$ cat src/design/fmr_pkg.sv
// ----------------------------------------------------------------------------
// fmr_pkg
// Widths, request/result types and status types of the fraction multiplier.
// ----------------------------------------------------------------------------
`default_nettype none

package fmr_pkg;

  // Operand width of each fraction field
  localparam int OPERAND_WIDTH = 16;
  // Exact product width
  localparam int PROD_WIDTH    = 2 * OPERAND_WIDTH;
  // Subtractor width: one spare bit for the shifted remainder
  localparam int ALU_WIDTH     = PROD_WIDTH + 1;
  // Result field width
  localparam int RES_WIDTH     = 32;
  // Width used to sign the quotient before wrapping to the result width
  localparam int EXT_WIDTH     = (PROD_WIDTH > RES_WIDTH) ? PROD_WIDTH : RES_WIDTH;
  // Bit counter / shift count width
  localparam int CNT_WIDTH     = $clog2(PROD_WIDTH);

  typedef struct packed {
    logic signed [OPERAND_WIDTH-1:0] num_a;
    logic signed [OPERAND_WIDTH-1:0] den_a;
    logic signed [OPERAND_WIDTH-1:0] num_b;
    logic signed [OPERAND_WIDTH-1:0] den_b;
  } fmr_req_t;

  typedef struct packed {
    logic signed [RES_WIDTH-1:0] res_num;
    logic signed [RES_WIDTH-1:0] res_den;
    logic                        zero_gcd_error;
  } fmr_rsp_t;

  // Compare/subtract unit result
  typedef struct packed {
    logic                 ge;
    logic [ALU_WIDTH-1:0] diff;
    logic [ALU_WIDTH-1:0] absdiff;
  } fmr_alu_t;

  // Core status toward the handshake logic
  typedef struct packed {
    logic idle;
    logic done;
  } fmr_stat_t;

endpackage

`default_nettype wire

$ cat src/design/fraction_multiply_reduce.sv
// A request passes through the core in this order: the two products on the one
// multiplier, binary gcd steps until one side is zero plus a step that sees the
// loop end, two restoring divisions of P = 2*OPERAND_WIDTH (32 by default)
// quotient bits each, a hand-over of the result to the output register and a
// return to idle to take the next request. A request whose products are both
// zero skips the divisions and ends with the error flag. The time is set by the
// one compare/subtract unit, which runs the gcd loop one step per cycle and then
// the divisions one quotient bit per cycle. in_ready is high only while the core
// is idle; a finished result sits in the output register and the next request
// can be taken meanwhile. While that register is still held by the receiver, a
// second finished result waits in the core and the input stalls.
// ----------------------------------------------------------------------------
// fraction_multiply_reduce
// Multiplies two signed fractions and reduces the result by its gcd.
// ----------------------------------------------------------------------------
`default_nettype none

module fraction_multiply_reduce (
  input  wire logic              clk,
  input  wire logic              rst,
  input  wire logic              in_valid,
  output logic                   in_ready,
  input  wire fmr_pkg::fmr_req_t in_req,
  output logic                   out_valid,
  input  wire logic              out_ready,
  output fmr_pkg::fmr_rsp_t      out_rsp
);
  import fmr_pkg::*;

  fmr_stat_t stat;
  fmr_rsp_t  core_rsp;
  logic      start;
  logic      ack;

  // Request taken only while the core is idle
  assign in_ready = stat.idle;
  assign start    = in_valid && in_ready;
  // Finished result moves out when the output register is free
  assign ack      = stat.done && (!out_valid || out_ready);

  fmr_core u_core (
    .clk   (clk),
    .rst   (rst),
    .start (start),
    .req   (in_req),
    .ack   (ack),
    .stat  (stat),
    .rsp   (core_rsp)
  );

  // Output register valid
  always_ff @(posedge clk) begin
    if (rst) begin
      out_valid <= 1'b0;
    end else if (ack) begin
      out_valid <= 1'b1;
    end else if (out_ready) begin
      out_valid <= 1'b0;
    end
  end

  // Output register payload
  always_ff @(posedge clk) begin
    if (ack) begin
      out_rsp <= core_rsp;
    end
  end

endmodule

`default_nettype wire

$ cat src/design/fmr_alu.sv
// ----------------------------------------------------------------------------
// fmr_alu
// Shared compare/subtract unit used by the gcd loop and the divider.
// ----------------------------------------------------------------------------
`default_nettype none

module fmr_alu (
  input  wire logic [fmr_pkg::ALU_WIDTH-1:0] x,
  input  wire logic [fmr_pkg::ALU_WIDTH-1:0] y,
  output fmr_pkg::fmr_alu_t                  res
);
  import fmr_pkg::*;

  logic [ALU_WIDTH-1:0] x_minus_y;
  logic [ALU_WIDTH-1:0] y_minus_x;

  // Both differences; the compare picks the nonnegative one
  always_comb begin
    x_minus_y   = x - y;
    y_minus_x   = y - x;
    res.ge      = (x >= y);
    res.diff    = x_minus_y;
    res.absdiff = res.ge ? x_minus_y : y_minus_x;
  end

endmodule

`default_nettype wire

$ cat src/design/fmr_core.sv
// ----------------------------------------------------------------------------
// fmr_core
// Sequencer: two products on one multiplier, binary gcd and two restoring
// divisions on the shared compare/subtract unit.
// ----------------------------------------------------------------------------
`default_nettype none

module fmr_core (
  input  wire logic              clk,
  input  wire logic              rst,
  input  wire logic              start,
  input  wire fmr_pkg::fmr_req_t req,
  input  wire logic              ack,
  output fmr_pkg::fmr_stat_t     stat,
  output fmr_pkg::fmr_rsp_t      rsp
);
  import fmr_pkg::*;

  localparam logic [2:0] ST_IDLE    = 3'd0;
  localparam logic [2:0] ST_MUL_NUM = 3'd1;
  localparam logic [2:0] ST_MUL_DEN = 3'd2;
  localparam logic [2:0] ST_GCD     = 3'd3;
  localparam logic [2:0] ST_DIV_NUM = 3'd4;
  localparam logic [2:0] ST_DIV_DEN = 3'd5;
  localparam logic [2:0] ST_DONE    = 3'd6;

  localparam logic [CNT_WIDTH-1:0] CNT_LAST = CNT_WIDTH'(PROD_WIDTH - 1);

  logic [2:0]               state;
  logic [2:0]               state_next;
  fmr_req_t                 req_q;
  logic                     sign_n;
  logic                     sign_d;
  logic [PROD_WIDTH-1:0]    nm;
  logic [PROD_WIDTH-1:0]    dm;
  logic [PROD_WIDTH-1:0]    ga;
  logic [PROD_WIDTH-1:0]    gb;
  logic [CNT_WIDTH-1:0]     k;
  logic [PROD_WIDTH-1:0]    g;
  logic [PROD_WIDTH-1:0]    rem;
  logic [PROD_WIDTH-1:0]    quot;
  logic [PROD_WIDTH-1:0]    qn;
  logic [CNT_WIDTH-1:0]     cnt;
  fmr_rsp_t                 rsp_q;

  logic [OPERAND_WIDTH-1:0] mul_x;
  logic [OPERAND_WIDTH-1:0] mul_y;
  logic [PROD_WIDTH-1:0]    prod;
  logic [ALU_WIDTH-1:0]     div_shift;
  logic [ALU_WIDTH-1:0]     alu_x;
  logic [ALU_WIDTH-1:0]     alu_y;
  fmr_alu_t                 alu_res;
  logic [PROD_WIDTH-1:0]    rem_next;
  logic [PROD_WIDTH-1:0]    quot_next;
  logic                     gcd_end;

  // Magnitude of a two's complement operand; the most negative value fits unsigned
  function automatic logic [OPERAND_WIDTH-1:0] mag_of(input logic [OPERAND_WIDTH-1:0] v);
    return v[OPERAND_WIDTH-1] ? (~v + 1'b1) : v;
  endfunction

  // Apply the product sign and wrap to the result width
  function automatic logic [RES_WIDTH-1:0] apply_sign(input logic [PROD_WIDTH-1:0] mag,
                                                      input logic neg);
    logic [EXT_WIDTH-1:0] ext;
    ext = EXT_WIDTH'(mag);
    if (neg) begin
      ext = ~ext + 1'b1;
    end
    return ext[RES_WIDTH-1:0];
  endfunction

  // Single multiplier, numerator product first, then denominator product
  always_comb begin
    if (state == ST_MUL_NUM) begin
      mul_x = mag_of(req_q.num_a);
      mul_y = mag_of(req_q.num_b);
    end else begin
      mul_x = mag_of(req_q.den_a);
      mul_y = mag_of(req_q.den_b);
    end
    prod = PROD_WIDTH'(mul_x) * PROD_WIDTH'(mul_y);
  end

  // Shared unit operands: gcd difference or divider trial subtract
  always_comb begin
    div_shift = {rem, quot[PROD_WIDTH-1]};
    if (state == ST_GCD) begin
      alu_x = {1'b0, ga};
      alu_y = {1'b0, gb};
    end else begin
      alu_x = div_shift;
      alu_y = {1'b0, g};
    end
  end

  fmr_alu u_alu (
    .x   (alu_x),
    .y   (alu_y),
    .res (alu_res)
  );

  // One restoring division step
  always_comb begin
    rem_next  = alu_res.ge ? alu_res.diff[PROD_WIDTH-1:0] : div_shift[PROD_WIDTH-1:0];
    quot_next = {quot[PROD_WIDTH-2:0], alu_res.ge};
    gcd_end   = (ga == '0) || (gb == '0);
  end

  // Next state
  always_comb begin
    state_next = state;
    unique case (state)
      ST_IDLE:    if (start) state_next = ST_MUL_NUM;
      ST_MUL_NUM: state_next = ST_MUL_DEN;
      ST_MUL_DEN: state_next = ST_GCD;
      ST_GCD: begin
        if ((ga == '0) && (gb == '0)) begin
          state_next = ST_DONE;
        end else if (gcd_end) begin
          state_next = ST_DIV_NUM;
        end
      end
      ST_DIV_NUM: if (cnt == '0) state_next = ST_DIV_DEN;
      ST_DIV_DEN: if (cnt == '0) state_next = ST_DONE;
      ST_DONE:    if (ack) state_next = ST_IDLE;
      default:    state_next = ST_IDLE;
    endcase
  end

  always_ff @(posedge clk) begin
    if (rst) begin
      state <= ST_IDLE;
    end else begin
      state <= state_next;
    end
  end

  // Datapath registers
  always_ff @(posedge clk) begin
    case (state)
      ST_IDLE: begin
        if (start) req_q <= req;
      end
      ST_MUL_NUM: begin
        nm     <= prod;
        sign_n <= req_q.num_a[OPERAND_WIDTH-1] ^ req_q.num_b[OPERAND_WIDTH-1];
      end
      ST_MUL_DEN: begin
        dm     <= prod;
        sign_d <= req_q.den_a[OPERAND_WIDTH-1] ^ req_q.den_b[OPERAND_WIDTH-1];
        ga     <= nm;
        gb     <= prod;
        k      <= '0;
      end
      ST_GCD: begin
        if ((ga == '0) && (gb == '0)) begin
          rsp_q.res_num        <= '0;
          rsp_q.res_den        <= '0;
          rsp_q.zero_gcd_error <= 1'b1;
        end else if (gcd_end) begin
          // One side is zero: the other, scaled by the shared powers of two
          g    <= (ga | gb) << k;
          quot <= nm;
          rem  <= '0;
          cnt  <= CNT_LAST;
        end else if (!ga[0] && !gb[0]) begin
          ga <= ga >> 1;
          gb <= gb >> 1;
          k  <= k + 1'b1;
        end else if (!ga[0]) begin
          ga <= ga >> 1;
        end else if (!gb[0]) begin
          gb <= gb >> 1;
        end else if (alu_res.ge) begin
          ga <= alu_res.absdiff[PROD_WIDTH:1];
        end else begin
          gb <= alu_res.absdiff[PROD_WIDTH:1];
        end
      end
      ST_DIV_NUM: begin
        if (cnt == '0) begin
          qn   <= quot_next;
          quot <= dm;
          rem  <= '0;
          cnt  <= CNT_LAST;
        end else begin
          quot <= quot_next;
          rem  <= rem_next;
          cnt  <= cnt - 1'b1;
        end
      end
      ST_DIV_DEN: begin
        quot <= quot_next;
        rem  <= rem_next;
        cnt  <= cnt - 1'b1;
        if (cnt == '0) begin
          rsp_q.res_num        <= apply_sign(qn, sign_n);
          rsp_q.res_den        <= apply_sign(quot_next, sign_d);
          rsp_q.zero_gcd_error <= 1'b0;
        end
      end
      default: begin
      end
    endcase
  end

  assign stat.idle = (state == ST_IDLE);
  assign stat.done = (state == ST_DONE);
  assign rsp       = rsp_q;

endmodule

`default_nettype wire

$ cat config.mk
export PLATFORM = sky130hd
export DESIGN_NAME = fraction_multiply_reduce
export DESIGN_NICKNAME = d
export VERILOG_FILES = /design/src/design/fmr_pkg.sv /design/src/design/fraction_multiply_reduce.sv /design/src/design/fmr_alu.sv /design/src/design/fmr_core.sv
export SDC_FILE = /design/constraint.sdc
export NUM_CORES = 2
export LEC_CHECK = 0
export ABC_CLOCK_PERIOD_IN_PS = 7600
export BUFFER_PORTS_ARGS = -buffer_cell sky130_fd_sc_hd__buf_4
export CORE_ASPECT_RATIO = 0.75
export CORE_MARGIN = 1
export CORE_UTILIZATION = 58
export DETAILED_ROUTE_END_ITERATION = 16
export PLACE_DENSITY = 0.82
export SLEW_MARGIN = 5
export SYNTH_ARGS = -nofsm -noshare
export SYNTH_HDL_FRONTEND = slang
export SYNTH_SLANG_ARGS = --single-unit
export TNS_END_PERCENT = 5
$ cat constraint.sdc
create_clock -name clk -period 7.6 [get_ports clk]
set_input_delay 1.52 -clock clk [delete_from_list [all_inputs] [get_ports clk]]
set_output_delay 1.52 -clock clk [all_outputs]
set_load 0.02 [all_outputs]
==> metrics.md <==
| Metric | Value |
|---|---|
| Max-cap violations | `0` |
| Worst-path maximum fanout | `4` |
| Top cell type's share of synthesized area | `between 40% and 50%` |
| CP most frequent cell | `fa_1` |
| Routed WL | `108.4 mm` |
| RSZ-0062 raised after global routing | `true` |
| First-pass GRT wire length | `between 150 and 200 mm` |
| Die W | `roughly 280 um` |
| Layout cells sized above 1 | `15.22%` |
| Sink Count | `approximately 470` |
| Status | `complete, but fails checks` |
| Final Setup Violations | `23` |
| WS Path Type | `reg -> reg` |
| Vias | `about 28000` |
| GRT overflow | `0` |
| Reg2reg setup slack | `-0.31 ns` |
| Post-route insts no fill | `4526` |
| Cell taking the most area after synthesis | `edfxtp_1` |
| DR vias/cell | `6.267` |
| Ys async rst share | `0%` |
| WL/cell | `23.95 um` |
| Setup crit start | `u_core.req_q[37]` |
| Num CTS Buffers | `48` |
| Pin count of the biggest net entering global routing | `76` |
| # rows | `76` |
| Synth Instances | `between 3000 and 4000` |
| Clk buf depth | `3` |
| Crit end category | `flop` |
| Clock Skew | `0.03743 ns` |
| Post-DRT Antenna Nets | `0` |
| HPWL after DPL | `just over 80 mm` |
| Max frequency | `roughly 130 MHz` |
| Core area | `approximately 0.058 mm^2` |
| R2r endpoint | `u_core.gb[31]` |
| IO Count | `roughly 140` |
| Fin. Hold Viols | `0` |
| Vias in the first global route | `about 27000` |
| CTS H-tree lvls | `2` |
| Failing checks | `negative setup slack` |
| Slew headroom | `11.84%` |
| Sequential-to-total area share from yosys stat | `40.69%` |
| GPL Wtd Cong | `~1.1` |
| HP Class | `reg -> reg` |
| Initial cell density of the core | `approximately three fifths` |
| Avg Inst Size Synth | `9.911 um^2` |
| Final period util | `104.1%` |
| # DRC | `0` |
| Port bufs | `about 130` |
| CTS Hold Bufs | `0` |
| Placed Cells | `roughly 4400` |
| Tmin final | `approximately 7.9 ns` |
| Clock Pin Slew Worst Setup and Hold Paths | `approximately 0.06 ns` |
| Cell area after layout | `0.03949 mm^2` |
| Worst setup slack after layout | `-0.3112 ns` |
| Synth top area cells | `edfxtp_1, fa_1, ha_1` |
| Number of synthesized flops with an enable pin | `around 460` |
| Total global-route track usage | `around 36%` |
| Filler Cell Count | `roughly 4200` |
| Drt first pass iters | `6` |
| Post-Place Worst Slack | `-0.5709 ns` |
| Slowest-stage cell, CP | `or4b_4` |
| CTS root buf | `clkbuf_16` |
| Latest clock arrival within the worst-skew pair | `between 0.6 and 0.7 ns` |
| Worst R2R Start | `u_core.req_q[37]` |
| Seq cells post-synth | `~470` |
| Most frequent cells in the layout | `edfxtp_1, nand2_1, buf_4` |
| Startpoint Class | `flop` |
| Placed Area | `0.03753 mm^2` |
| Crit path to | `u_core.gb[31]` |
| Nets | `between 4000 and 5000` |
| YS warnings | `0` |
| Die height | `~210 um` |
| Yosys cell types | `between 70 and 80` |
| Commonest non-fill, non-tap cell in the layout | `edfxtp_1` |
| Data arrival, critical path | `approximately 8.3 ns` |
| Dominant register cell in the synthesized netlist | `edfxtp_1` |
| Worst-Margin Slew | `1.309 ns` |
| Area grow syn2layout | `15.17%` |
| Pins Over Slew Limit | `0` |
| CTS tree | `yes` |
| Initial antenna violation count | `3` |
| R2R cell count | `26` |
| Mapped Area | `roughly 0.034 mm^2` |
| Critical Path RT | `7.96 ns` |
| Syn_nets | `3900` |
| Slowest stage delay, CP | `just over 0.6 ns` |
| Overall die area | `roughly 0.060 mm^2` |
| # diodes | `0` |
| First DRT Iteration DRCs | `about 3600` |
-- metal layers --
metal	vias up	track usage (%)	wire length, um
met5	-	0	9
met4	2	9.040	3072
li1	12555	-	-
met3	253	13.76	17030
met2	1954	49.98	44230
met1	13600	52.35	44070
-- worst min-delay path by stage --
stage,startpoint,endpoint,cells past startpoint
finish,u_core.rsp[61],out_rsp[61],0
global route,u_core.rsp[46],out_rsp[46],0
CTS,u_core.rsp[60],out_rsp[60],0
detailed placement,u_core.rsp[22],out_rsp[22],0
global placement,u_core.rsp[44],out_rsp[44],0
floorplan,u_core.rsp[0],out_rsp[0],0
-- cell usage after synthesis (all sizes together), types with 8 or more instances --
master and instances:
fa 196, edfxtp 462, xnor2 92, nand2 400
o31ai 35, o21ai 145, nand3b 8, inv 326
a21oi 209, and2 51, a31oi 49, a2bb2oi 9
xor2 93, clkbuf 155, a21o 62, nand4 23
nor2b 19, nand2b 18, o211ai 11, nor3 57
nor4 23, buf 21, a221oi 28, ha 176
o21a 20, or2 13, or3 43, and3 14
o22ai 12, o21bai 19, o41ai 8, a211oi 40
or4 19, nor2 372, nand3 35, mux2i 126
-- layout make-up --
class	count	area [um^2]	share of cell area [%]
Multi-Input combinational cell	2489	18970	48.02
Sequential cell	466	13950	35.33
Timing Repair Buffer	373	2840	7.192
Clock buffer	59	1242	3.146
Inverter	329	1236	3.130
Tap cell	780	975.9	2.471
Clock inverter	30	280.3	0.7096
-- per-stage QoR --
step                      utilization [%]  setup TNS, ns  hold WS [ns]
after floorplan                         -        -0.1234        0.4003
after global placement              64.81         -3.876        0.4023
after detailed placement            64.81         -10.23        0.4045
after CTS                           67.92        -0.8286        0.4191
after global routing                68.20         -11.25        0.4208
final                               68.20         -2.902        0.4185
-- timing repair --
item | 4_1_cts | 5_1_grt
gates resized for setup | 57 | 37
setup endpoints to repair | 42 | 51
gates cloned | 0 | 0
buffers inserted | 5 | 1
pin swaps | 32 | 8
-- kinds of logic (layout without fill, tap and decap cells) --
| group | after synthesis | in the layout | share of synthesized area, % |
|---|---|---|---|
| and+or+nand+nor | 1105 | 1105 | 14.43 |
| AOI/OAI and AO/OA | 699 | 699 | 12.91 |
| buffers and inverters | 505 | 791 | 5.630 |
| DFF | 466 | 466 | 40.69 |
| adders and majority gates | 372 | 372 | 17.86 |
| xor gates and xnor gates | 185 | 185 | 4.725 |
| muxes | 128 | 128 | 3.744 |
-- state kept, by name (all words and copies together) (netlist names) --
signal         count
u_core.quot       32
out_rsp           65
u_core.g          32
u_core.cnt         5
u_core.state       3
u_core.gb         32
u_core.ga         32
u_core.nm         32
u_core.sign_n      1
u_core.rsp        65
u_core.dm         32
out_valid          1
u_core.rem        32
u_core.k           5
u_core.sign_d      1
u_core.req_q      64
u_core.qn         32
-- critical path: cells and delay by family (launching register included) --
| family | cells | cell delay, ns |
|---|---|---|
| xor gates and xnor gates | 1 | 0.12 |
| DFF | 1 | 0.38 |
| adders and majority gates | 7 | 3.18 |
| and+or+nand+nor | 8 | 2.47 |
| buffers and inverters | 3 | 0.16 |
| AOI/OAI and AO/OA | 7 | 1.36 |
Power is left out: the tool's default activity adds up to more than one toggle a clock period on the data nets, which glitch-free logic cannot reach.
